File: config.mk
export PLATFORM = sky130hd
export DESIGN_NAME = wcc_cell_unit
export DESIGN_NICKNAME = d
export VERILOG_FILES = /design/src/rtl/wcc_pkg.sv /design/src/rtl/wcc_cell_unit.sv
export SDC_FILE = /design/constraint.sdc
export NUM_CORES = 1
export LEC_CHECK = 0
export BUFFER_PORTS_ARGS = -buffer_cell sky130_fd_sc_hd__buf_2
export CORE_ASPECT_RATIO = 1.4
export CORE_MARGIN = 1.5
export CORE_UTILIZATION = 53
export CTS_BUF_LIST = sky130_fd_sc_hd__clkbuf_4
export CTS_CLUSTER_SIZE = 24
export DETAILED_ROUTE_END_ITERATION = 6
export HOLD_SLACK_MARGIN = 0.03
export PLACE_DENSITY_LB_ADDON = 0.1
export SYNTH_ARGS = -nofsm -noshare
export SYNTH_HDL_FRONTEND = slang
export SYNTH_SLANG_ARGS = --single-unit
File: constraint.sdc
create_clock -name clk -period 4.2 [get_ports clk]
set_input_delay 0.84 -clock clk [delete_from_list [all_inputs] [get_ports clk]]
set_output_delay 0.84 -clock clk [all_outputs]
set_load 0.005 [all_outputs]
File: src/rtl/wcc_pkg.sv
// Shared types and constants of the wildcard contingency counter.
// Depends on nothing; every module of the block but wcc_ram imports it.
`default_nettype none

package wcc_pkg;

  // parameter defaults
  localparam int DEF_MAX_COLUMNS = 4;
  localparam int DEF_MAX_LEVELS  = 16;
  localparam int DEF_COUNT_WIDTH = 16;
  localparam int DEF_TABLE_DEPTH = 65536;

  // fixed field widths
  localparam int NUM_COLS  = 4;
  localparam int VAL_W     = 4;
  localparam int LEV_W     = 5;
  localparam int NCOL_W    = 3;
  localparam int OUT_W     = 16;
  localparam int OP_W      = 2;
  localparam int REG_IDX_W = 3;
  localparam int APB_AW    = 5;
  localparam int APB_DW    = 32;

  localparam logic [OUT_W-1:0] OUT_MAX = '1;

  // operation codes
  localparam logic [OP_W-1:0] OP_INC   = 2'd0;
  localparam logic [OP_W-1:0] OP_DEC   = 2'd1;
  localparam logic [OP_W-1:0] OP_QUERY = 2'd2;

  // register indexes
  localparam logic [REG_IDX_W-1:0] REG_NUM_COLUMNS = 3'd0;
  localparam logic [REG_IDX_W-1:0] REG_LEVELS_COL0 = 3'd1;
  localparam logic [REG_IDX_W-1:0] REG_LEVELS_COL1 = 3'd2;
  localparam logic [REG_IDX_W-1:0] REG_LEVELS_COL2 = 3'd3;
  localparam logic [REG_IDX_W-1:0] REG_LEVELS_COL3 = 3'd4;

  localparam logic [NCOL_W-1:0] RST_NUM_COLUMNS = 3'd4;
  localparam logic [LEV_W-1:0]  RST_LEVELS      = 5'd16;

  typedef enum logic [3:0] {
    ST_CLEAR,
    ST_IDLE,
    ST_MUL_LEV,
    ST_MUL_DIG,
    ST_ACC,
    ST_REDUCE,
    ST_WALK,
    ST_DRAIN,
    ST_FINISH
  } wcc_state_t;

  typedef struct packed {
    logic       load;
    wcc_state_t state;
  } agen_ctrl_t;

  typedef struct packed {
    logic col_last;
    logic red_last;
    logic walk_last;
  } agen_stat_t;

  typedef struct packed {
    logic load;
    logic issue;
  } cu_ctrl_t;

endpackage

`default_nettype wire

File: src/rtl/wcc_cell_unit.sv
// Cell update stage: takes the read count (with write-to-read bypass),
// writes back the saturated increment or decrement, or tracks the minimum.
// Depends on wcc_pkg.
`default_nettype none

module wcc_cell_unit #(
  parameter int COUNT_WIDTH = wcc_pkg::DEF_COUNT_WIDTH,
  parameter int AW          = 16
) (
  input  logic                      clk,
  input  logic                      rst,
  input  wcc_pkg::cu_ctrl_t         ctrl,
  input  logic [wcc_pkg::OP_W-1:0]  op,
  input  logic [AW-1:0]             rd_addr,
  input  logic [COUNT_WIDTH-1:0]    ram_q,
  output logic                      wr_en,
  output logic [AW-1:0]             wr_addr,
  output logic [COUNT_WIDTH-1:0]    wr_data,
  output logic [COUNT_WIDTH-1:0]    min_count
);
  import wcc_pkg::*;

  logic                   s1_v;
  logic                   byp_v;
  logic [COUNT_WIDTH-1:0] byp_d;
  logic [COUNT_WIDTH-1:0] cur_count;

  assign cur_count = byp_v ? byp_d : ram_q;
  assign wr_en     = s1_v && ((op == OP_INC) || (op == OP_DEC));

  always_comb begin
    if (op == OP_INC) begin
      wr_data = (cur_count == '1) ? cur_count : cur_count + COUNT_WIDTH'(1);
    end else begin
      wr_data = (cur_count == '0) ? cur_count : cur_count - COUNT_WIDTH'(1);
    end
  end

  always_ff @(posedge clk) begin
    if (rst) begin
      s1_v  <= 1'b0;
      byp_v <= 1'b0;
    end else begin
      s1_v  <= ctrl.issue;
      // same-edge write and read of one cell: forward the new count
      byp_v <= ctrl.issue && wr_en && (wr_addr == rd_addr);
    end
  end

  always_ff @(posedge clk) begin
    wr_addr <= rd_addr;
    byp_d   <= wr_data;
    if (ctrl.load) begin
      min_count <= '1;
    end else if (s1_v && (op == OP_QUERY) && (cur_count < min_count)) begin
      min_count <= cur_count;
    end
  end

endmodule

`default_nettype wire

==> flow_summary.yaml <==
floorplan:
  coreArea_um2: 5200
  die_h_um: 90.4
  floorplan.rows: 31
  ioPinCount: 87
  die_area_um2: 5910
  start_util_pct: 55.6
  fp.dieW_um: 65.4
placement:
  placed_cells: 483
  place_area_um2: 3400
  detailedPlacementHpwl_um: 5700
  gp_congestion: 0.913
  post-place-ws_ps: 405
  port_buffers: 86
timing:
  min_period_ps: 3930
  hold_violations: 0
  fin_tns_setup_ps: 0
  timing.final.setup_violations: 0
  maxSlewViolCount: 0
  setup_repair_after_global_routing_missed_its_margin: "no"
  max_freq_mhz: 255
  fin_skew_ps: 22.3
  postLayoutSetupSlackWorst_ps: 274
  worst-slew-pin-transition_ps: 579
  final_min_period_over_clock_period_pct: 93.5
  final.hold.worst_slack_ps: 532
  slew_headroom_pct: 61.2
clock_network:
  cts_tree: "done"
  post_cts_resize_count: 0
  tritoncts.num_buffers: 5
  clock_sinks: 50
  ctsHoldBuffers: 0
  ctsHtreeMaxLevel: 2
  ctsLongestPathBuffers: 2
  cts.repair_timing.setup_buffer_count: 0
  clkSlewWorstSetupHoldPaths_ps: 160
  clock_insertion_delay_worst_skew_ps: 410
  clock_root_buffer: "sky130_fd_sc_hd__clkbuf_4"
grt:
  globalRouteOverflowTotal: 0
  total_track_usage_pct: 25.1
  pin_count_of_the_biggest_net_entering_global_routing: 36
  first_pass_grt_wire_length_um: 11800
  antenna_violations_before_repair: 0
  vias_in_the_first_global_route: 2615
logic_synthesis:
  synth_cells: 338
  syn_area_um2: 2890
  async_flop_share_pct: 0
  syn_nets: 394
  post_synth_main_area_contributors: "sky130_fd_sc_hd__dfxtp_1, sky130_fd_sc_hd__ha_1, sky130_fd_sc_hd__xnor2_1"
  avgSynthCellArea_um2: 8.55
  yosysUniqueCellTypes: 54
  synth_area_leader_cell: "sky130_fd_sc_hd__dfxtp_1"
  seq_total_area_yosys_pct: 34.6
  ffs_latches_synth: 50
  number_of_warnings_reported_in_the_yosys_synthesis_log: 0
  yosys_most_used_dff: "sky130_fd_sc_hd__dfxtp_1"
  post_synth_edffs: 0
  synth_largest_type_area_fraction_pct: 34.6
pwr:
  power.density_cell_area_nw_per_um2: 273
  leakagePower_nw: 1.57
  ir_drop_mv: 0.201
  total_power_mw: 0.947
route:
  route.detailed.vias_per_inst: 5.69
  detailed_routing_iterations_pass_1: 4
  drt_wl_total_um: 7290
  drt-initial-drc-count: 169
  post_drt_wl_per_cell_um: 14.9
  antenna_viol_nets_final: 0
  drc_errors: 0
  via_count: 2796
critical_path:
  worstPathCellList: "buf_12, mux2i_2, o21ai_0, or4_1, and3b_1, a31oi_2, xnor2_1, buf_2"
  cp-end-kind: "primary output"
  critical_path.slowest_cell: "sky130_fd_sc_hd__or4_1"
  crit_path_max_fanout: 35
  r2r_setup_slack_ps: 1150
  worst-endpoint-arrival_ps: 3090
  worst-endpoint-required_ps: 3360
  crit_path_max_incr_delay_ps: 610
  timing_worst_setup_path_type: "reg2out"
  cp_num_buf_inv: 2
  worst_path_dominant_cell_family: "simple AND/OR/NAND/NOR gates"
  start_kind: "flop"
hold_path:
  hold_path.class: "reg2reg"
finish:
  final_area_um2: 3470
  num-nets-final: 480
  instances_no_fill: 491
  area_delta_synth_final_pct: 20.1
  drive_above_1_share_pct: 27.8
  finalCoreUtilization_pct: 66.8
  antennaDiodeCount: 0
flow_run:
  max_cap_violations: 0
status:
  status: "finished, final reports clean"
-- final cells by class --
cell class	count	area (um^2)
clock buffers	5	37.5
inverters	24	90.1
multi-input cells	251	1740
repair buffers	92	488
flip-flops and latches	50	1000
clock inverters	3	28.8
fillers	488	1730
well taps	66	82.6
-- Yosys cell counts, types with 7 or more instances --
cell type / count
sky130_fd_sc_hd__dfxtp_1: 50
sky130_fd_sc_hd__nor2_1: 31
sky130_fd_sc_hd__inv_1: 22
sky130_fd_sc_hd__nand2_1: 22
sky130_fd_sc_hd__nor3_1: 22
sky130_fd_sc_hd__a21oi_1: 21
sky130_fd_sc_hd__ha_1: 18
sky130_fd_sc_hd__xnor2_1: 17
sky130_fd_sc_hd__xor2_1: 12
sky130_fd_sc_hd__nand4_1: 9
sky130_fd_sc_hd__clkbuf_1: 8
sky130_fd_sc_hd__nand3_1: 8
sky130_fd_sc_hd__mux2_2: 7
sky130_fd_sc_hd__mux2i_1: 7
-- where the power goes --
group / internal (mW) / total, mW / switching [mW]
sequential: 0.502 / 0.521 / 0.0192
clock: 0.0731 / 0.255 / 0.181
combinational: 0.0761 / 0.171 / 0.0948
-- flip-flops by register name (all words and copies together), names as in the netlist --
register   count
byp_d         16
min_count     16
wr_addr       16
byp_v          1
s1_v           1
-- worst reg2reg max path: stages (launching register included) --
cell and delay (ps):
sky130_fd_sc_hd__dfxtp_2 490, sky130_fd_sc_hd__buf_12 220, sky130_fd_sc_hd__mux2i_1 460, sky130_fd_sc_hd__inv_1 190, sky130_fd_sc_hd__ha_1 330, sky130_fd_sc_hd__a21oi_1 130
sky130_fd_sc_hd__o211ai_1 160, sky130_fd_sc_hd__a311oi_1 350, sky130_fd_sc_hd__a31oi_2 120, sky130_fd_sc_hd__buf_4 250, sky130_fd_sc_hd__nor3_1 180, sky130_fd_sc_hd__a21oi_1 60
-- path summary, 6_finish.rpt --
check / start / to / depth (start not counted)
worst min-delay path: min_count[6] / min_count[6] / 2
worst max-delay path: byp_v / wr_data[5] / 8
worst min register to register: min_count[6] / min_count[6] / 2
worst max register to register: byp_v / min_count[8] / 11
-- cells by family (layout without fill, tap and decap cells) --
| logic type | Yosys count | in the layout | synth area share [%] |
|---|---|---|---|
| muxes | 17 | 17 | 6.50 |
| buffers and inverters | 37 | 124 | 5.41 |
| adders and majority gates | 18 | 18 | 7.80 |
| DFF | 50 | 50 | 34.6 |
| xor gates and xnor gates | 29 | 29 | 8.79 |
| and+or+nand+nor | 124 | 124 | 22.6 |
| AOI/OAI and AO/OA | 63 | 63 | 14.2 |
-- cell usage in the layout, fill, tap and decap left out, types with 6 or more instances in the layout --
master and n:
sky130_fd_sc_hd__ha_1 18, sky130_fd_sc_hd__xnor2_1 17, sky130_fd_sc_hd__dfxtp_1 49, sky130_fd_sc_hd__nor3_1 22, sky130_fd_sc_hd__a21oi_1 21, sky130_fd_sc_hd__nand3_1 8
sky130_fd_sc_hd__mux2i_1 6, sky130_fd_sc_hd__nand2_1 22, sky130_fd_sc_hd__buf_2 86, sky130_fd_sc_hd__mux2_2 7, sky130_fd_sc_hd__nor2_1 31, sky130_fd_sc_hd__xor2_1 12
sky130_fd_sc_hd__nand4_1 9, sky130_fd_sc_hd__inv_1 22
-- per-layer routing --
| layer | vias up | wire, um | GRT usage (%) |
|---|---|---|---|
| met3 | 10 | 361 | 3.24 |
| li1 | 1394 | - | - |
| met5 | - | 0 | 0 |
| met2 | 85 | 3770 | 44.1 |
| met4 | 0 | 99 | 8.85 |
| met1 | 1307 | 3060 | 30.8 |
Power figures use the tool's default switching activity.
