==> src/rtl/wcc_pkg.sv <==
// Shared types and constants of the wildcard contingency counter.
// Depends on nothing; every module of the block but wcc_ram imports it.
`default_nettype none

package wcc_pkg;

  // parameter defaults
  localparam int DEF_MAX_COLUMNS = 4;
  localparam int DEF_MAX_LEVELS  = 16;
  localparam int DEF_COUNT_WIDTH = 16;
  localparam int DEF_TABLE_DEPTH = 65536;

  // fixed field widths
  localparam int NUM_COLS  = 4;
  localparam int VAL_W     = 4;
  localparam int LEV_W     = 5;
  localparam int NCOL_W    = 3;
  localparam int OUT_W     = 16;
  localparam int OP_W      = 2;
  localparam int REG_IDX_W = 3;
  localparam int APB_AW    = 5;
  localparam int APB_DW    = 32;

  localparam logic [OUT_W-1:0] OUT_MAX = '1;

  // operation codes
  localparam logic [OP_W-1:0] OP_INC   = 2'd0;
  localparam logic [OP_W-1:0] OP_DEC   = 2'd1;
  localparam logic [OP_W-1:0] OP_QUERY = 2'd2;

  // register indexes
  localparam logic [REG_IDX_W-1:0] REG_NUM_COLUMNS = 3'd0;
  localparam logic [REG_IDX_W-1:0] REG_LEVELS_COL0 = 3'd1;
  localparam logic [REG_IDX_W-1:0] REG_LEVELS_COL1 = 3'd2;
  localparam logic [REG_IDX_W-1:0] REG_LEVELS_COL2 = 3'd3;
  localparam logic [REG_IDX_W-1:0] REG_LEVELS_COL3 = 3'd4;

  localparam logic [NCOL_W-1:0] RST_NUM_COLUMNS = 3'd4;
  localparam logic [LEV_W-1:0]  RST_LEVELS      = 5'd16;

  typedef enum logic [3:0] {
    ST_CLEAR,
    ST_IDLE,
    ST_MUL_LEV,
    ST_MUL_DIG,
    ST_ACC,
    ST_REDUCE,
    ST_WALK,
    ST_DRAIN,
    ST_FINISH
  } wcc_state_t;

  typedef struct packed {
    logic       load;
    wcc_state_t state;
  } agen_ctrl_t;

  typedef struct packed {
    logic col_last;
    logic red_last;
    logic walk_last;
  } agen_stat_t;

  typedef struct packed {
    logic load;
    logic issue;
  } cu_ctrl_t;

endpackage

`default_nettype wire

==> src/rtl/wcc_addr_gen.sv <==
// Address generator: mixed-radix setup on one shared multiplier, modulo
// reduction of base and step values, then the wildcard odometer walk.
// Depends on wcc_pkg.
`default_nettype none

module wcc_addr_gen #(
  parameter int MAX_COLUMNS = wcc_pkg::DEF_MAX_COLUMNS,
  parameter int MAX_LEVELS  = wcc_pkg::DEF_MAX_LEVELS,
  parameter int TABLE_DEPTH = wcc_pkg::DEF_TABLE_DEPTH,
  parameter int AW          = $clog2(TABLE_DEPTH)
) (
  input  logic                                             clk,
  input  logic                                             rst,
  input  wcc_pkg::agen_ctrl_t                              ctrl,
  input  logic [wcc_pkg::NCOL_W-1:0]                       num_columns,
  input  logic [wcc_pkg::NUM_COLS-1:0][wcc_pkg::LEV_W-1:0] levels,
  input  logic [wcc_pkg::NUM_COLS-1:0][wcc_pkg::VAL_W-1:0] values,
  input  logic [wcc_pkg::NUM_COLS-1:0]                     missing_mask,
  output logic [AW-1:0]                                    addr,
  output wcc_pkg::agen_stat_t                              stat
);
  import wcc_pkg::*;

  localparam int NC      = (MAX_COLUMNS < NUM_COLS) ? MAX_COLUMNS : NUM_COLS;
  localparam int LEV_TOP = (1 << LEV_W) - 1;
  localparam int LEV_CAP = (MAX_LEVELS < LEV_TOP) ? MAX_LEVELS : LEV_TOP;
  localparam int FA_W    = $clog2(LEV_CAP ** NC + 1);
  localparam int XW      = ((FA_W > AW) ? FA_W : AW) + 1;
  localparam int DL      = $clog2(TABLE_DEPTH);
  localparam int RED_K   = (FA_W > DL) ? FA_W - DL : 0;
  localparam int RK_W    = $clog2(RED_K + 2);
  localparam int MW      = FA_W + LEV_W;

  logic [NCOL_W-1:0]                 n_used;
  logic [NUM_COLS-1:0][LEV_W-1:0]    lev;
  logic [NUM_COLS-1:0][LEV_W-1:0]    dig_init;

  logic [NUM_COLS-1:0][LEV_W-1:0]    dig;
  logic [NUM_COLS-1:0]               wild;
  logic [1:0]                        col;
  logic [RK_W-1:0]                   rk;
  logic [FA_W-1:0]                   stride;
  logic [FA_W-1:0]                   wrap;
  logic [FA_W-1:0]                   prod;
  logic [XW-1:0]                     base;
  logic [NUM_COLS-1:0][XW-1:0]       delta;

  logic [LEV_W-1:0]                  mul_b;
  logic [MW-1:0]                     mul_p;
  logic [XW-1:0]                     dshift;
  logic [NUM_COLS-1:0]               inc_here;
  logic [NUM_COLS-1:0]               wrap_here;
  logic                              found;
  logic [XW-1:0]                     delta_sel;
  logic [XW-1:0]                     addr_sum;
  logic [XW-1:0]                     addr_next;

  // clamp column count and level counts
  always_comb begin
    if (num_columns == '0) begin
      n_used = NCOL_W'(1);
    end else if (num_columns > NCOL_W'(NC)) begin
      n_used = NCOL_W'(NC);
    end else begin
      n_used = num_columns;
    end
    for (int c = 0; c < NUM_COLS; c++) begin
      if (levels[c] == '0) begin
        lev[c] = LEV_W'(1);
      end else if (levels[c] > LEV_W'(LEV_CAP)) begin
        lev[c] = LEV_W'(LEV_CAP);
      end else begin
        lev[c] = levels[c];
      end
      if (missing_mask[c]) begin
        dig_init[c] = '0;
      end else if (LEV_W'(values[c]) > lev[c] - LEV_W'(1)) begin
        dig_init[c] = lev[c] - LEV_W'(1);
      end else begin
        dig_init[c] = LEV_W'(values[c]);
      end
    end
  end

  // shared multiplier: stride times level count, then stride times digit
  assign mul_b  = (ctrl.state == ST_MUL_LEV) ? lev[col] : dig[col];
  assign mul_p  = MW'(stride) * MW'(mul_b);
  assign dshift = XW'(TABLE_DEPTH) << rk;

  // odometer over the wildcard digits, lowest column fastest
  always_comb begin
    found     = 1'b0;
    delta_sel = '0;
    for (int c = 0; c < NUM_COLS; c++) begin
      inc_here[c]  = wild[c] && !found && ((dig[c] + LEV_W'(1)) < lev[c]);
      wrap_here[c] = wild[c] && !found && !inc_here[c];
      if (inc_here[c]) begin
        delta_sel = delta[c];
      end
      found = found | inc_here[c];
    end
    addr_sum = base + delta_sel;
    if (addr_sum >= XW'(TABLE_DEPTH)) begin
      addr_next = addr_sum - XW'(TABLE_DEPTH);
    end else begin
      addr_next = addr_sum;
    end
  end

  assign addr           = base[AW-1:0];
  assign stat.col_last  = (NCOL_W'(col) == (n_used - NCOL_W'(1)));
  assign stat.red_last  = (rk == '0);
  assign stat.walk_last = !found;

  always_ff @(posedge clk) begin
    if (rst) begin
      col <= '0;
      rk  <= '0;
    end else if (ctrl.load) begin
      col <= '0;
      rk  <= RK_W'(RED_K);
    end else begin
      case (ctrl.state)
        ST_ACC: begin
          col <= col + 2'd1;
        end
        ST_REDUCE: begin
          if (rk != '0) begin
            rk <= rk - RK_W'(1);
          end
        end
        default: begin
        end
      endcase
    end
  end

  always_ff @(posedge clk) begin
    if (ctrl.load) begin
      for (int c = 0; c < NUM_COLS; c++) begin
        wild[c] <= missing_mask[c] && (NCOL_W'(c) < n_used);
        dig[c]  <= dig_init[c];
      end
      stride <= FA_W'(1);
      wrap   <= '0;
      base   <= '0;
    end else begin
      case (ctrl.state)
        ST_MUL_LEV: begin
          prod       <= mul_p[FA_W-1:0];
          delta[col] <= XW'(stride) - XW'(wrap);
        end
        ST_MUL_DIG: begin
          stride <= prod;
          if (wild[col]) begin
            wrap <= wrap + prod - stride;
          end
          prod <= mul_p[FA_W-1:0];
        end
        ST_ACC: begin
          base <= base + XW'(prod);
        end
        ST_REDUCE: begin
          if (base >= dshift) begin
            base <= base - dshift;
          end
          for (int c = 0; c < NUM_COLS; c++) begin
            if (delta[c] >= dshift) begin
              delta[c] <= delta[c] - dshift;
            end
          end
        end
        ST_WALK: begin
          for (int c = 0; c < NUM_COLS; c++) begin
            if (inc_here[c]) begin
              dig[c] <= dig[c] + LEV_W'(1);
            end else if (wrap_here[c]) begin
              dig[c] <= '0;
            end
          end
          base <= addr_next;
        end
        default: begin
        end
      endcase
    end
  end

endmodule

`default_nettype wire

==> config.mk <==
export PLATFORM = sky130hd
export DESIGN_NAME = wcc_addr_gen
export DESIGN_NICKNAME = d
export VERILOG_FILES = /design/src/rtl/wcc_pkg.sv /design/src/rtl/wcc_addr_gen.sv
export SDC_FILE = /design/constraint.sdc
export NUM_CORES = 1
export LEC_CHECK = 0
export BUFFER_PORTS_ARGS = -buffer_cell sky130_fd_sc_hd__buf_2
export CELL_PAD_IN_SITES_DETAIL_PLACEMENT = 0
export CELL_PAD_IN_SITES_GLOBAL_PLACEMENT = 1
export CORE_UTILIZATION = 30
export CTS_BUF_LIST = sky130_fd_sc_hd__clkbuf_4 sky130_fd_sc_hd__clkbuf_8 sky130_fd_sc_hd__clkbuf_16
export DETAILED_ROUTE_END_ITERATION = 7
export PLACE_DENSITY = 0.64
export SKIP_CTS_REPAIR_TIMING = 1
export SYNTH_ARGS = -nofsm -noshare
export SYNTH_HDL_FRONTEND = slang
export SYNTH_SLANG_ARGS = --single-unit
export TNS_END_PERCENT = 50
==> constraint.sdc <==
create_clock -name clk -period 7.8 [get_ports clk]
set_clock_uncertainty 0.2 [all_clocks]
set_input_delay 1.95 -clock clk [delete_from_list [all_inputs] [get_ports clk]]
set_output_delay 1.95 -clock clk [all_outputs]
set_load 0.01 [all_outputs]
==> results.json, run 1 <==
{
  "outcome": "finished clean",
  "reg2regPathDepth": 18,
  "synth_ff_type": "edfxtp_1",
  "rrSetupSlack_ns": 1.81,
  "viasPerCell": 5.26,
  "diodes": 0,
  "finalHoldViolations": 0,
  "fin_crit_sh_pct": 90.3,
  "maxSlewHeadroom_pct": 26.6,
  "synthAdderAreaFrac_pct": 21.0,
  "synth-simple-area-share_pct": 14.8,
  "drive_gt1_share_pct": 9.40,
  "core.rowCount": 81,
  "htree_num_levels": 4,
  "power.leakage_nw": 6.91,
  "numCtsBuffers": 17,
  "grt_max_degree": 65,
  "drt_iter0_drc": 875,
  "rsz0062_at_grt": "no",
  "worst_slew_pin_slew_ns": 1.10,
  "synth_cell_types": 74,
  "vias": 12280,
  "die_w_um": 225,
  "fillCellCount": 4993,
  "postRouteAntennaNets": 0,
  "tns_ns": 0,
  "ys_seq_area_share_pct": 30.3,
  "synth_top_family_by_area": "adder cells",
  "maxCapViolCount": 0,
  "final_nets": 1924,
  "routed_wirelength_um": 43900,
  "min_period_ns": 7.04,
  "coreArea_um2": 49000,
  "cts_tree": "built",
  "start_util_pct": 30.4,
  "cts_sinks": 169,
  "synthTopCellsByCount": "inv_1, ha_1, nand2_1, nor2_1, edfxtp_1",
  "clk_pin_slew_ns": 0.07,
  "grt_pass1_wl_um": 69000,
  "r2r_end": "prod[16]",
  "avgSynthCellArea_um2": 9.20,
  "area_growth_pct": 10.9,
  "syn-cell-area_um2": 14900,
  "seq_area_um2": 4510,
  "synth_most_common_cell": "inv_1",
  "utilization_pct": 33.7,
  "min_to": "wrap[12]",
  "synth_area_leaders": "edfxtp_1, ha_1, fa_1",
  "track_usage_pct": 17.7,
  "synth_compound_area_share_pct": 20.0,
  "cp_data_arrival_time_ns": 7.05,
  "crit_path_end_kind": "register",
  "hold_class": "register to register",
  "timing.fmax_mhz": 142,
  "async_reset_ff_share_pct": 0,
  "holdPathStages": 2,
  "critPathMaxFanout": 10,
  "gp_congestion": 0.835,
  "yosys-mux-area-fraction_pct": 2.28,
  "clock_path_buffers": 2,
  "multi_input_area_um2": 9430,
  "drc": 0,
  "dr.pass1.iters": 5,
  "antenna_found_initial": 1,
  "synth_cells": 1616,
  "final-setup-viol-count": 0,
  "die_h_um": 225,
  "dp_hpwl_um": 34000,
  "routedWlPerCell_um": 18.8,
  "first_global_vias": 12307,
  "cellPowerDensity_nw_per_um2": 157,
  "synth_seq_cells": 169,
  "yosysTopAreaCellShare_pct": 22.8,
  "slew_violations": 0,
  "hold_start": "wrap[12]",
  "ir_drop_mv": 0.123,
  "yosys.area.top_type": "edfxtp_1",
  "startpoint_type": "input pin",
  "required_ns": 7.81,
  "root_buffer": "clkbuf_16",
  "insertion_delay_ns": 0.45,
  "io_pins": 69,
  "syn_nets": 1882,
  "worstReg2RegStart": "col[1]",
  "portBuffers": 68,
  "dieArea_um2": 50500,
  "synth_xor_area_share_pct": 5.13,
  "yosysWarnings": 0,
  "grt_overflow_total": 0,
  "critPathKind": "input pin to register",
  "synth-edff-count": 113
}
-- report_power, final --
| group | leakage [nW] | internal (mW) | switching [mW] | total, mW |
|---|---|---|---|---|
| logic | 5.08 | 0.278 | 0.413 | 0.690 |
| registers | 1.53 | 0.985 | 0.0352 | 1.02 |
| clock network | 0.288 | 0.458 | 0.424 | 0.883 |
| total | 6.91 | 1.72 | 0.872 | 2.59 |
-- worst max path at each step --
stage	start	endpoint	depth (start not counted)
after floorplan	levels[4]	prod[15]	17
after global placement	ctrl[1]	prod[16]	19
after detailed placement	ctrl[1]	prod[16]	19
after CTS	ctrl[1]	prod[16]	19
after global routing	ctrl[1]	prod[16]	19
final	ctrl[1]	prod[16]	19
-- final cells by class --
type                       instances  area share, %
multi-input combinational       1213           57.2
sequential                       169           27.4
tap                              664           5.03
inverter                         165           3.75
timing repair buffer              92           3.15
clock buffer                      18           2.62
clock inverter                    14          0.902
-- state kept, by name (all words and copies together), names as in the netlist --
register  cells
col           2
wild          4
base         18
dig          20
rk            2
wrap         17
prod         17
delta        72
stride       17
-- critical path: stages --
cell      delay, ns
buf_2          0.17
nor3b_1        0.54
nand2b_1       0.33
o21ai_1        0.55
buf_4          0.26
nand2_1        0.07
fa_1           0.50
inv_1          0.06
fa_1           0.50
fa_1           0.49
ha_1           0.32
inv_1          0.06
nor2_1         0.10
nor2_1         0.08
o21ai_0        0.28
nand3_1        0.18
a31oi_1        0.29
a31oi_1        0.16
xnor2_1        0.14
-- through the flow --
stage                     hold WS (ns)  area (um2)  std cells  power [mW]  setup slack (ns)
after CTS                        0.278       16500       2335        2.62             0.738
after detailed placement         0.268       15900       2303        1.73             0.248
final                            0.275       16500       2335        2.59             0.757
after global placement           0.266       15900       2303        1.72             0.332
after floorplan                  0.249       14900       1616        1.52              1.11
after global routing             0.299       16500       2335        2.73             0.410
-- cell usage in the layout, fill, tap and decap left out, types with 9 or more instances in the layout --
cell type / Yosys / layout
inv_1: 162 / 162
ha_1: 159 / 159
nand2_1: 147 / 147
nor2_1: 128 / 128
edfxtp_1: 113 / 113
a21oi_1: 93 / 93
buf_2: 1 / 68
o21ai_0: 67 / 65
xnor2_1: 59 / 59
fa_1: 57 / 57
dfxtp_1: 56 / 56
a22o_1: 47 / 47
nor3_1: 45 / 45
a22oi_1: 31 / 31
nand3_1: 28 / 28
and2_1: 24 / 24
buf_4: 17 / 24
o21a_1: 23 / 23
xor2_1: 23 / 23
a21o_1: 19 / 19
a221o_1: 18 / 18
clkbuf_16: 0 / 17
nor2b_1: 15 / 15
and3_1: 14 / 14
or3_1: 13 / 13
mux4_2: 11 / 11
nand2b_1: 11 / 11
a211oi_1: 11 / 11
o211ai_1: 11 / 11
o31ai_1: 11 / 11
o22ai_1: 11 / 11
o21bai_1: 10 / 10
a31oi_1: 10 / 10
nand4_1: 9 / 9
-- per-layer routing --
metal / GRT usage [%] / vias up / part of all wire (%)
li1: - / 5913 / -
met1: 24.7 / 6082 / 48
met2: 29.2 / 253 / 47
met3: 1.95 / 32 / 3.6
met4: 4.19 / 0 / 1.2
met5: 0 / - / 0
-- cells by family (layout without fill, tap and decap cells) --
kind of cell    count (synthesis)  in the layout
mux                            20             20
xor+xnor                       84             84
simple gates                  469            469
compound gates                424            424
fa+ha+maj                     216            216
flops                         169            169
buf+inv                       234            289
No activity file was read; power rests on OpenSTA's default activity.
==> run 2, diff against run 1 <==
--- a/config.mk
+++ b/config.mk
@@ -6,13 +6,16 @@
 export NUM_CORES = 1
 export LEC_CHECK = 0
 export BUFFER_PORTS_ARGS = -buffer_cell sky130_fd_sc_hd__buf_2
+export CAP_MARGIN = 20
 export CELL_PAD_IN_SITES_DETAIL_PLACEMENT = 0
 export CELL_PAD_IN_SITES_GLOBAL_PLACEMENT = 1
+export CORE_ASPECT_RATIO = 0.9
 export CORE_UTILIZATION = 30
 export CTS_BUF_LIST = sky130_fd_sc_hd__clkbuf_4 sky130_fd_sc_hd__clkbuf_8 sky130_fd_sc_hd__clkbuf_16
 export DETAILED_ROUTE_END_ITERATION = 7
 export PLACE_DENSITY = 0.64
 export SKIP_CTS_REPAIR_TIMING = 1
+export SKIP_LAST_GASP = 1
 export SYNTH_ARGS = -nofsm -noshare
 export SYNTH_HDL_FRONTEND = slang
 export SYNTH_SLANG_ARGS = --single-unit
==> results.json, run 2 (synthesized netlist as in run 1, its figures left out) <==
{
  "outcome": "finished clean",
  "holdWs_ns": 0.271,
  "htree_num_levels": 4,
  "core.rowCount": 77,
  "power_switching_share_pct": 33.2,
  "cp_slowest_cell": "fa_1",
  "critPathMaxFanout": 13,
  "power.leakage_nw": 6.91,
  "cellPowerDensity_nw_per_um2": 159,
  "mostFrequentLayoutCells": "inv_1, ha_1, nand2_1",
  "dieArea_um2": 50500,
  "multi_input_area_um2": 9430,
  "hold_class": "register to register",
  "comb_power_share_pct": 26.4,
  "rrSetupSlack_ns": 1.90,
  "die_w_um": 237,
  "final_nets": 1924,
  "drive_gt1_share_pct": 9.34,
  "largest_reg_flops": 72,
  "slew_violations": 0,
  "routedWlPerCell_um": 19.0,
  "crit_path_end_kind": "register",
  "clock_path_buffers": 2,
  "cp_num_buf_inv": 2,
  "cp_top_family": "adder cells",
  "critPathKind": "input pin to register",
  "cp_num_cells": 17,
  "io_pins": 69,
  "final-setup-viol-count": 0,
  "fillCellCount": 5057,
  "reg_top3": "delta: 72 flops, dig: 20 flops, base: 18 flops",
  "routed_wirelength_um": 43700,
  "clk_pin_slew_ns": 0.07,
  "gp_congestion": 0.844,
  "cts_tree": "built",
  "coreArea_um2": 49000,
  "timing.fmax_mhz": 146,
  "worstSetupStartpoint": "ctrl[1]",
  "pwr-share-clk_pct": 34.6,
  "layout_commonest_cell": "inv_1",
  "pre_cts_slack_ns": 0.439,
  "worst_slew_pin_slew_ns": 1.10,
  "die_h_um": 213,
  "p_sw_uw": 866,
  "min_period_ns": 6.84,
  "seq_area_um2": 4510,
  "drc": 0,
  "start_util_pct": 30.3,
  "drt_iter0_drc": 827,
  "postRouteAntennaNets": 0,
  "fin_crit_sh_pct": 87.7,
  "viasPerCell": 5.29,
  "largest_register": "delta",
  "maxCapViolCount": 0,
  "insertion_delay_ns": 0.46,
  "area_growth_pct": 10.8,
  "numCtsBuffers": 17,
  "ir_drop_mv": 0.157,
  "r2r_end": "prod[15]",
  "diodes": 0,
  "path_cells": "buf_2, nor3b_1, nand2b_1, mux2_2, nand2_1, fa_1, fa_1, fa_1, inv_1, ha_1, a21oi_1, o21bai_1, a31oi_1, o211ai_1, a31o_2, a21oi_1, xnor2_1",
  "maxSlewHeadroom_pct": 26.7,
  "rsz0062_at_grt": "no",
  "postPlaceCellArea_um2": 15900,
  "track_usage_pct": 17.8,
  "worstReg2RegStart": "col[0]",
  "grt_overflow_total": 0,
  "reg2regPathDepth": 15,
  "worst_path_most_repeated_cell": "fa_1",
  "finalHoldViolations": 0,
  "vias": 12190,
  "seqPwrFrac_pct": 39.0,
  "slowest_delay_ns": 0.54,
  "portBuffers": 68,
  "first_global_vias": 12000,
  "cp_data_arrival_time_ns": 6.85,
  "required_ns": 7.81,
  "final_area_um2": 16500,
  "antenna_found_initial": 0,
  "cts_sinks": 169,
  "setup.worst_path.end": "prod[15]",
  "grt_max_degree": 64,
  "p_int_mw": 1.75,
  "dp_hpwl_um": 34100,
  "root_buffer": "clkbuf_16",
  "dr.pass1.iters": 5,
  "grt_pass1_wl_um": 69100,
  "holdPathStages": 2,
  "startpoint_type": "input pin",
  "fin_ws_ns": 0.963,
  "tns_ns": 0
}
-- run 2: power groups by stage --
stage	clock, mW	sequential (mW)	combinational [mW]
2_1_floorplan	0	1.02	0.497
3_3_place_gp	0	1.04	0.679
3_5_place_dp	0	1.04	0.686
4_1_cts	0.922	1.02	0.691
5_1_grt	0.952	1.02	0.770
6_report	0.904	1.02	0.689
-- run 2: worst min path at each step --
stage	from	slack, ns	endpoint
3_3_place_gp	wrap[12]	0.26	wrap[12]
5_1_grt	wrap[12]	0.32	wrap[12]
4_1_cts	wrap[12]	0.28	wrap[12]
3_5_place_dp	wrap[12]	0.27	wrap[12]
2_1_floorplan	wrap[10]	0.25	wrap[10]
6_report	wrap[12]	0.27	wrap[12]
-- run 2: worst reg2reg max path, stage by stage (launching register included) --
cell and delay, ns:
dfxtp_1 0.88, inv_1 0.35, mux4_2 0.54, o21ai_1 0.77, nand2_1 0.16, fa_1 0.50, fa_1 0.54, inv_1 0.04
ha_1 0.32, a21oi_1 0.21, o21bai_1 0.12, a31oi_1 0.32, o211ai_1 0.18, a31o_2 0.26, a21oi_1 0.16, xnor2_1 0.08
-- run 2: cell type report --
class,count,area share (%)
sequential,169,27.4
clock inverter,14,0.980
multi-input combinational,1213,57.3
inverter,165,3.76
timing repair buffer,92,3.18
tap,632,4.80
clock buffer,18,2.63
-- run 2: per-stage QoR --
step | total power [mW] | std cells | utilization, %
after floorplan | 1.52 | 1616 | -
after global placement | 1.72 | 2269 | 32.4
after detailed placement | 1.73 | 2270 | 32.4
after CTS | 2.63 | 2302 | 33.6
after global routing | 2.75 | 2303 | 33.6
final | 2.61 | 2303 | 33.6
-- run 2: per-layer routing --
metal / part of all wire [%] / vias to the layer above / global-route usage [%] / wire length, um
met5: 0 / - / 0 / 0
met4: 1.1 / 0 / 3.85 / 497
met3: 4.7 / 27 / 3.00 / 2050
met2: 44 / 248 / 27.4 / 19100
met1: 50 / 6001 / 25.9 / 22000
li1: - / 5914 / - / -
==> run 3, diff against run 2 <==
--- a/config.mk
+++ b/config.mk
@@ -5,6 +5,7 @@
 export SDC_FILE = /design/constraint.sdc
 export NUM_CORES = 1
 export LEC_CHECK = 0
+export ABC_AREA = 1
 export BUFFER_PORTS_ARGS = -buffer_cell sky130_fd_sc_hd__buf_2
 export CAP_MARGIN = 20
 export CELL_PAD_IN_SITES_DETAIL_PLACEMENT = 0
@@ -13,7 +14,7 @@
 export CORE_UTILIZATION = 30
 export CTS_BUF_LIST = sky130_fd_sc_hd__clkbuf_4 sky130_fd_sc_hd__clkbuf_8 sky130_fd_sc_hd__clkbuf_16
 export DETAILED_ROUTE_END_ITERATION = 7
-export PLACE_DENSITY = 0.64
+export PLACE_DENSITY = 0.66
 export SKIP_CTS_REPAIR_TIMING = 1
 export SKIP_LAST_GASP = 1
 export SYNTH_ARGS = -nofsm -noshare
==> results.json, run 3 <==
{
  "pwr-share-clk_pct": 32.5,
  "hold_class": "register to register",
  "cp_data_arrival_time_ns": 7.02,
  "fillCellCount": 5313,
  "fin_crit_sh_pct": 90.0,
  "dieArea_um2": 51500,
  "dp_hpwl_um": 37600,
  "multi_input_area_um2": 9120,
  "final-setup-viol-count": 0,
  "async_reset_ff_share_pct": 0,
  "grt_max_degree": 43,
  "crit_path_end_kind": "register",
  "numCtsBuffers": 17,
  "seqPwrFrac_pct": 37.8,
  "p_sw_uw": 997,
  "synthTopCellsByCount": "nand2_1, inv_1, a21oi_1, ha_1, nor2_1",
  "die_w_um": 239,
  "timing.fmax_mhz": 142,
  "finalPower_mw": 2.73,
  "finalHoldViolations": 0,
  "comb_power_share_pct": 29.7,
  "area_growth_pct": 10.2,
  "drc": 0,
  "synth_area_leaders": "edfxtp_1, ha_1, nand2_1",
  "rsz0062_at_grt": "no",
  "core.rowCount": 77,
  "largest_register": "delta",
  "routed_wirelength_um": 47500,
  "maxSlewHeadroom_pct": 47.6,
  "power_switching_share_pct": 36.4,
  "p_int_mw": 1.74,
  "gp_congestion": 0.879,
  "coreArea_um2": 49500,
  "tns_ns": 0,
  "yosysTopAreaCellShare_pct": 22.4,
  "drive_gt1_share_pct": 7.41,
  "mostFrequentLayoutCells": "nand2_1, inv_1, a21oi_1",
  "grt_overflow_total": 0,
  "required_ns": 7.79,
  "critPathMaxFanout": 12,
  "yosys.area.top_type": "edfxtp_1",
  "cellPowerDensity_nw_per_um2": 164,
  "ys_seq_area_share_pct": 29.8,
  "viasPerCell": 4.97,
  "dr.pass1.iters": 6,
  "final_nets": 2278,
  "min_period_ns": 7.02,
  "drt_iter0_drc": 1039,
  "ir_drop_mv": 0.142,
  "maxCapViolCount": 0,
  "first_global_vias": 12755,
  "critPathKind": "input pin to register",
  "clk_pin_slew_ns": 0.08,
  "clock_path_buffers": 2,
  "start_util_pct": 30.6,
  "track_usage_pct": 18.7,
  "insertion_delay_ns": 0.45,
  "grt_pass1_wl_um": 73600,
  "vias": 13409,
  "yosysWarnings": 0,
  "antenna_found_initial": 0,
  "syn_nets": 2240,
  "largest_reg_flops": 72,
  "seq_area_um2": 4510,
  "synth_seq_cells": 169,
  "postRouteAntennaNets": 0,
  "syn-cell-area_um2": 15200,
  "io_pins": 69,
  "synth-edff-count": 113,
  "cts_tree": "built",
  "portBuffers": 68,
  "htree_num_levels": 4,
  "synth_most_common_cell": "nand2_1",
  "final_area_um2": 16700,
  "worst_slew_pin_slew_ns": 0.779,
  "die_h_um": 215,
  "root_buffer": "clkbuf_16",
  "routedWlPerCell_um": 17.6,
  "avgSynthCellArea_um2": 7.68,
  "synth_ff_type": "edfxtp_1",
  "layout_commonest_cell": "nand2_1",
  "outcome": "finished clean",
  "power.leakage_nw": 7.83,
  "slew_violations": 0,
  "synth_cells": 1974,
  "cts_sinks": 169,
  "postPlaceCellArea_um2": 16100,
  "startpoint_type": "input pin",
  "reg_top3": "delta: 72 flops, dig: 20 flops, base: 18 flops",
  "synth_cell_types": 54
}
[run 3: changes by cell type after synthesis, sizes merged, moves of 24 or more]
cell   before  now
o22ai      11   42
nand2     147  374
a22o       47    2
o21ai      68  165
nor3       45   13
xnor2      59   21
inv       164  320
a21oi      95  213
nand3      28   85
a22oi      31    3
and2       24    0
[run 3: power by group through the flow]
stage	logic [mW]	registers, mW	clock network (mW)
4_1_cts	0.810	1.03	0.911
3_3_place_gp	0.797	1.05	0
2_1_floorplan	0.571	1.03	0
3_5_place_dp	0.805	1.05	0
5_1_grt	0.916	1.04	0.938
6_report	0.811	1.03	0.890
[run 3: cells by family after synthesis]
| logic type | synth area share, % |
|---|---|
| simple gates | 17.6 |
| compound gates | 18.1 |
| buf+inv | 10.1 |
| fa+ha+maj | 20.6 |
| flops | 29.8 |
| xor+xnor | 3.81 |
[run 3: metal layers]
metal  vias up  wire length [um]  global-route usage, %
li1       6663                 -                      -
met1      6379             23400                   26.7
met2       332             20900                   29.2
met3        35              2550                   3.17
met4         0               641                   4.12
met5         -                 0                      0
[run 3: final timing paths]
path         startpoint  slack (ns)  cells past startpoint  endpoint
max          levels[11]        0.78                     25  prod[13]
min             wrap[0]        0.33                      2   wrap[0]
max reg2reg      col[0]        1.93                     23  prod[13]
min reg2reg     wrap[0]        0.33                      2   wrap[0]
[run 3: cell type report]
| cell class | instances | area share (%) |
|---|---|---|
| Clock inverter | 15 | 0.988 |
| Clock buffer | 17 | 2.55 |
| Timing Repair Buffer | 81 | 2.62 |
| Antenna cell | 1 | 0.0150 |
| Sequential cell | 169 | 27.0 |
| Inverter | 321 | 7.22 |
| Tap cell | 671 | 5.02 |
| Multi-Input combinational cell | 1422 | 54.6 |
[run 3: stage by stage]
| step | instances | util (%) | setup slack (ns) | hold slack, ns |
|---|---|---|---|---|
| 3_3_place_gp | 2664 | 32.6 | 0.513 | 0.309 |
| 3_5_place_dp | 2664 | 32.6 | 0.380 | 0.318 |
| 6_report | 2697 | 33.8 | 0.776 | 0.329 |
| 4_1_cts | 2696 | 33.7 | 0.860 | 0.329 |
| 2_1_floorplan | 1974 | - | 1.33 | 0.279 |
| 5_1_grt | 2696 | 33.7 | 0.312 | 0.346 |
[run 3: worst max-delay path: stages]
cell	delay, ns
buf_2	0.10
inv_1	0.11
nand4_1	0.15
a21oi_1	0.27
inv_2	0.10
nor2_1	0.12
o21ai_0	0.14
nand2_1	0.10
nand2_1	0.19
inv_1	0.38
nand2_1	0.12
fa_1	0.47
fa_1	0.52
fa_1	0.54
inv_1	0.04
ha_1	0.33
a21oi_1	0.13
nand2_1	0.10
a21boi_1	0.26
o21ai_0	0.19
a21oi_1	0.17
o21bai_1	0.11
a21o_1	0.17
a21oi_1	0.15
xor2_1	0.09
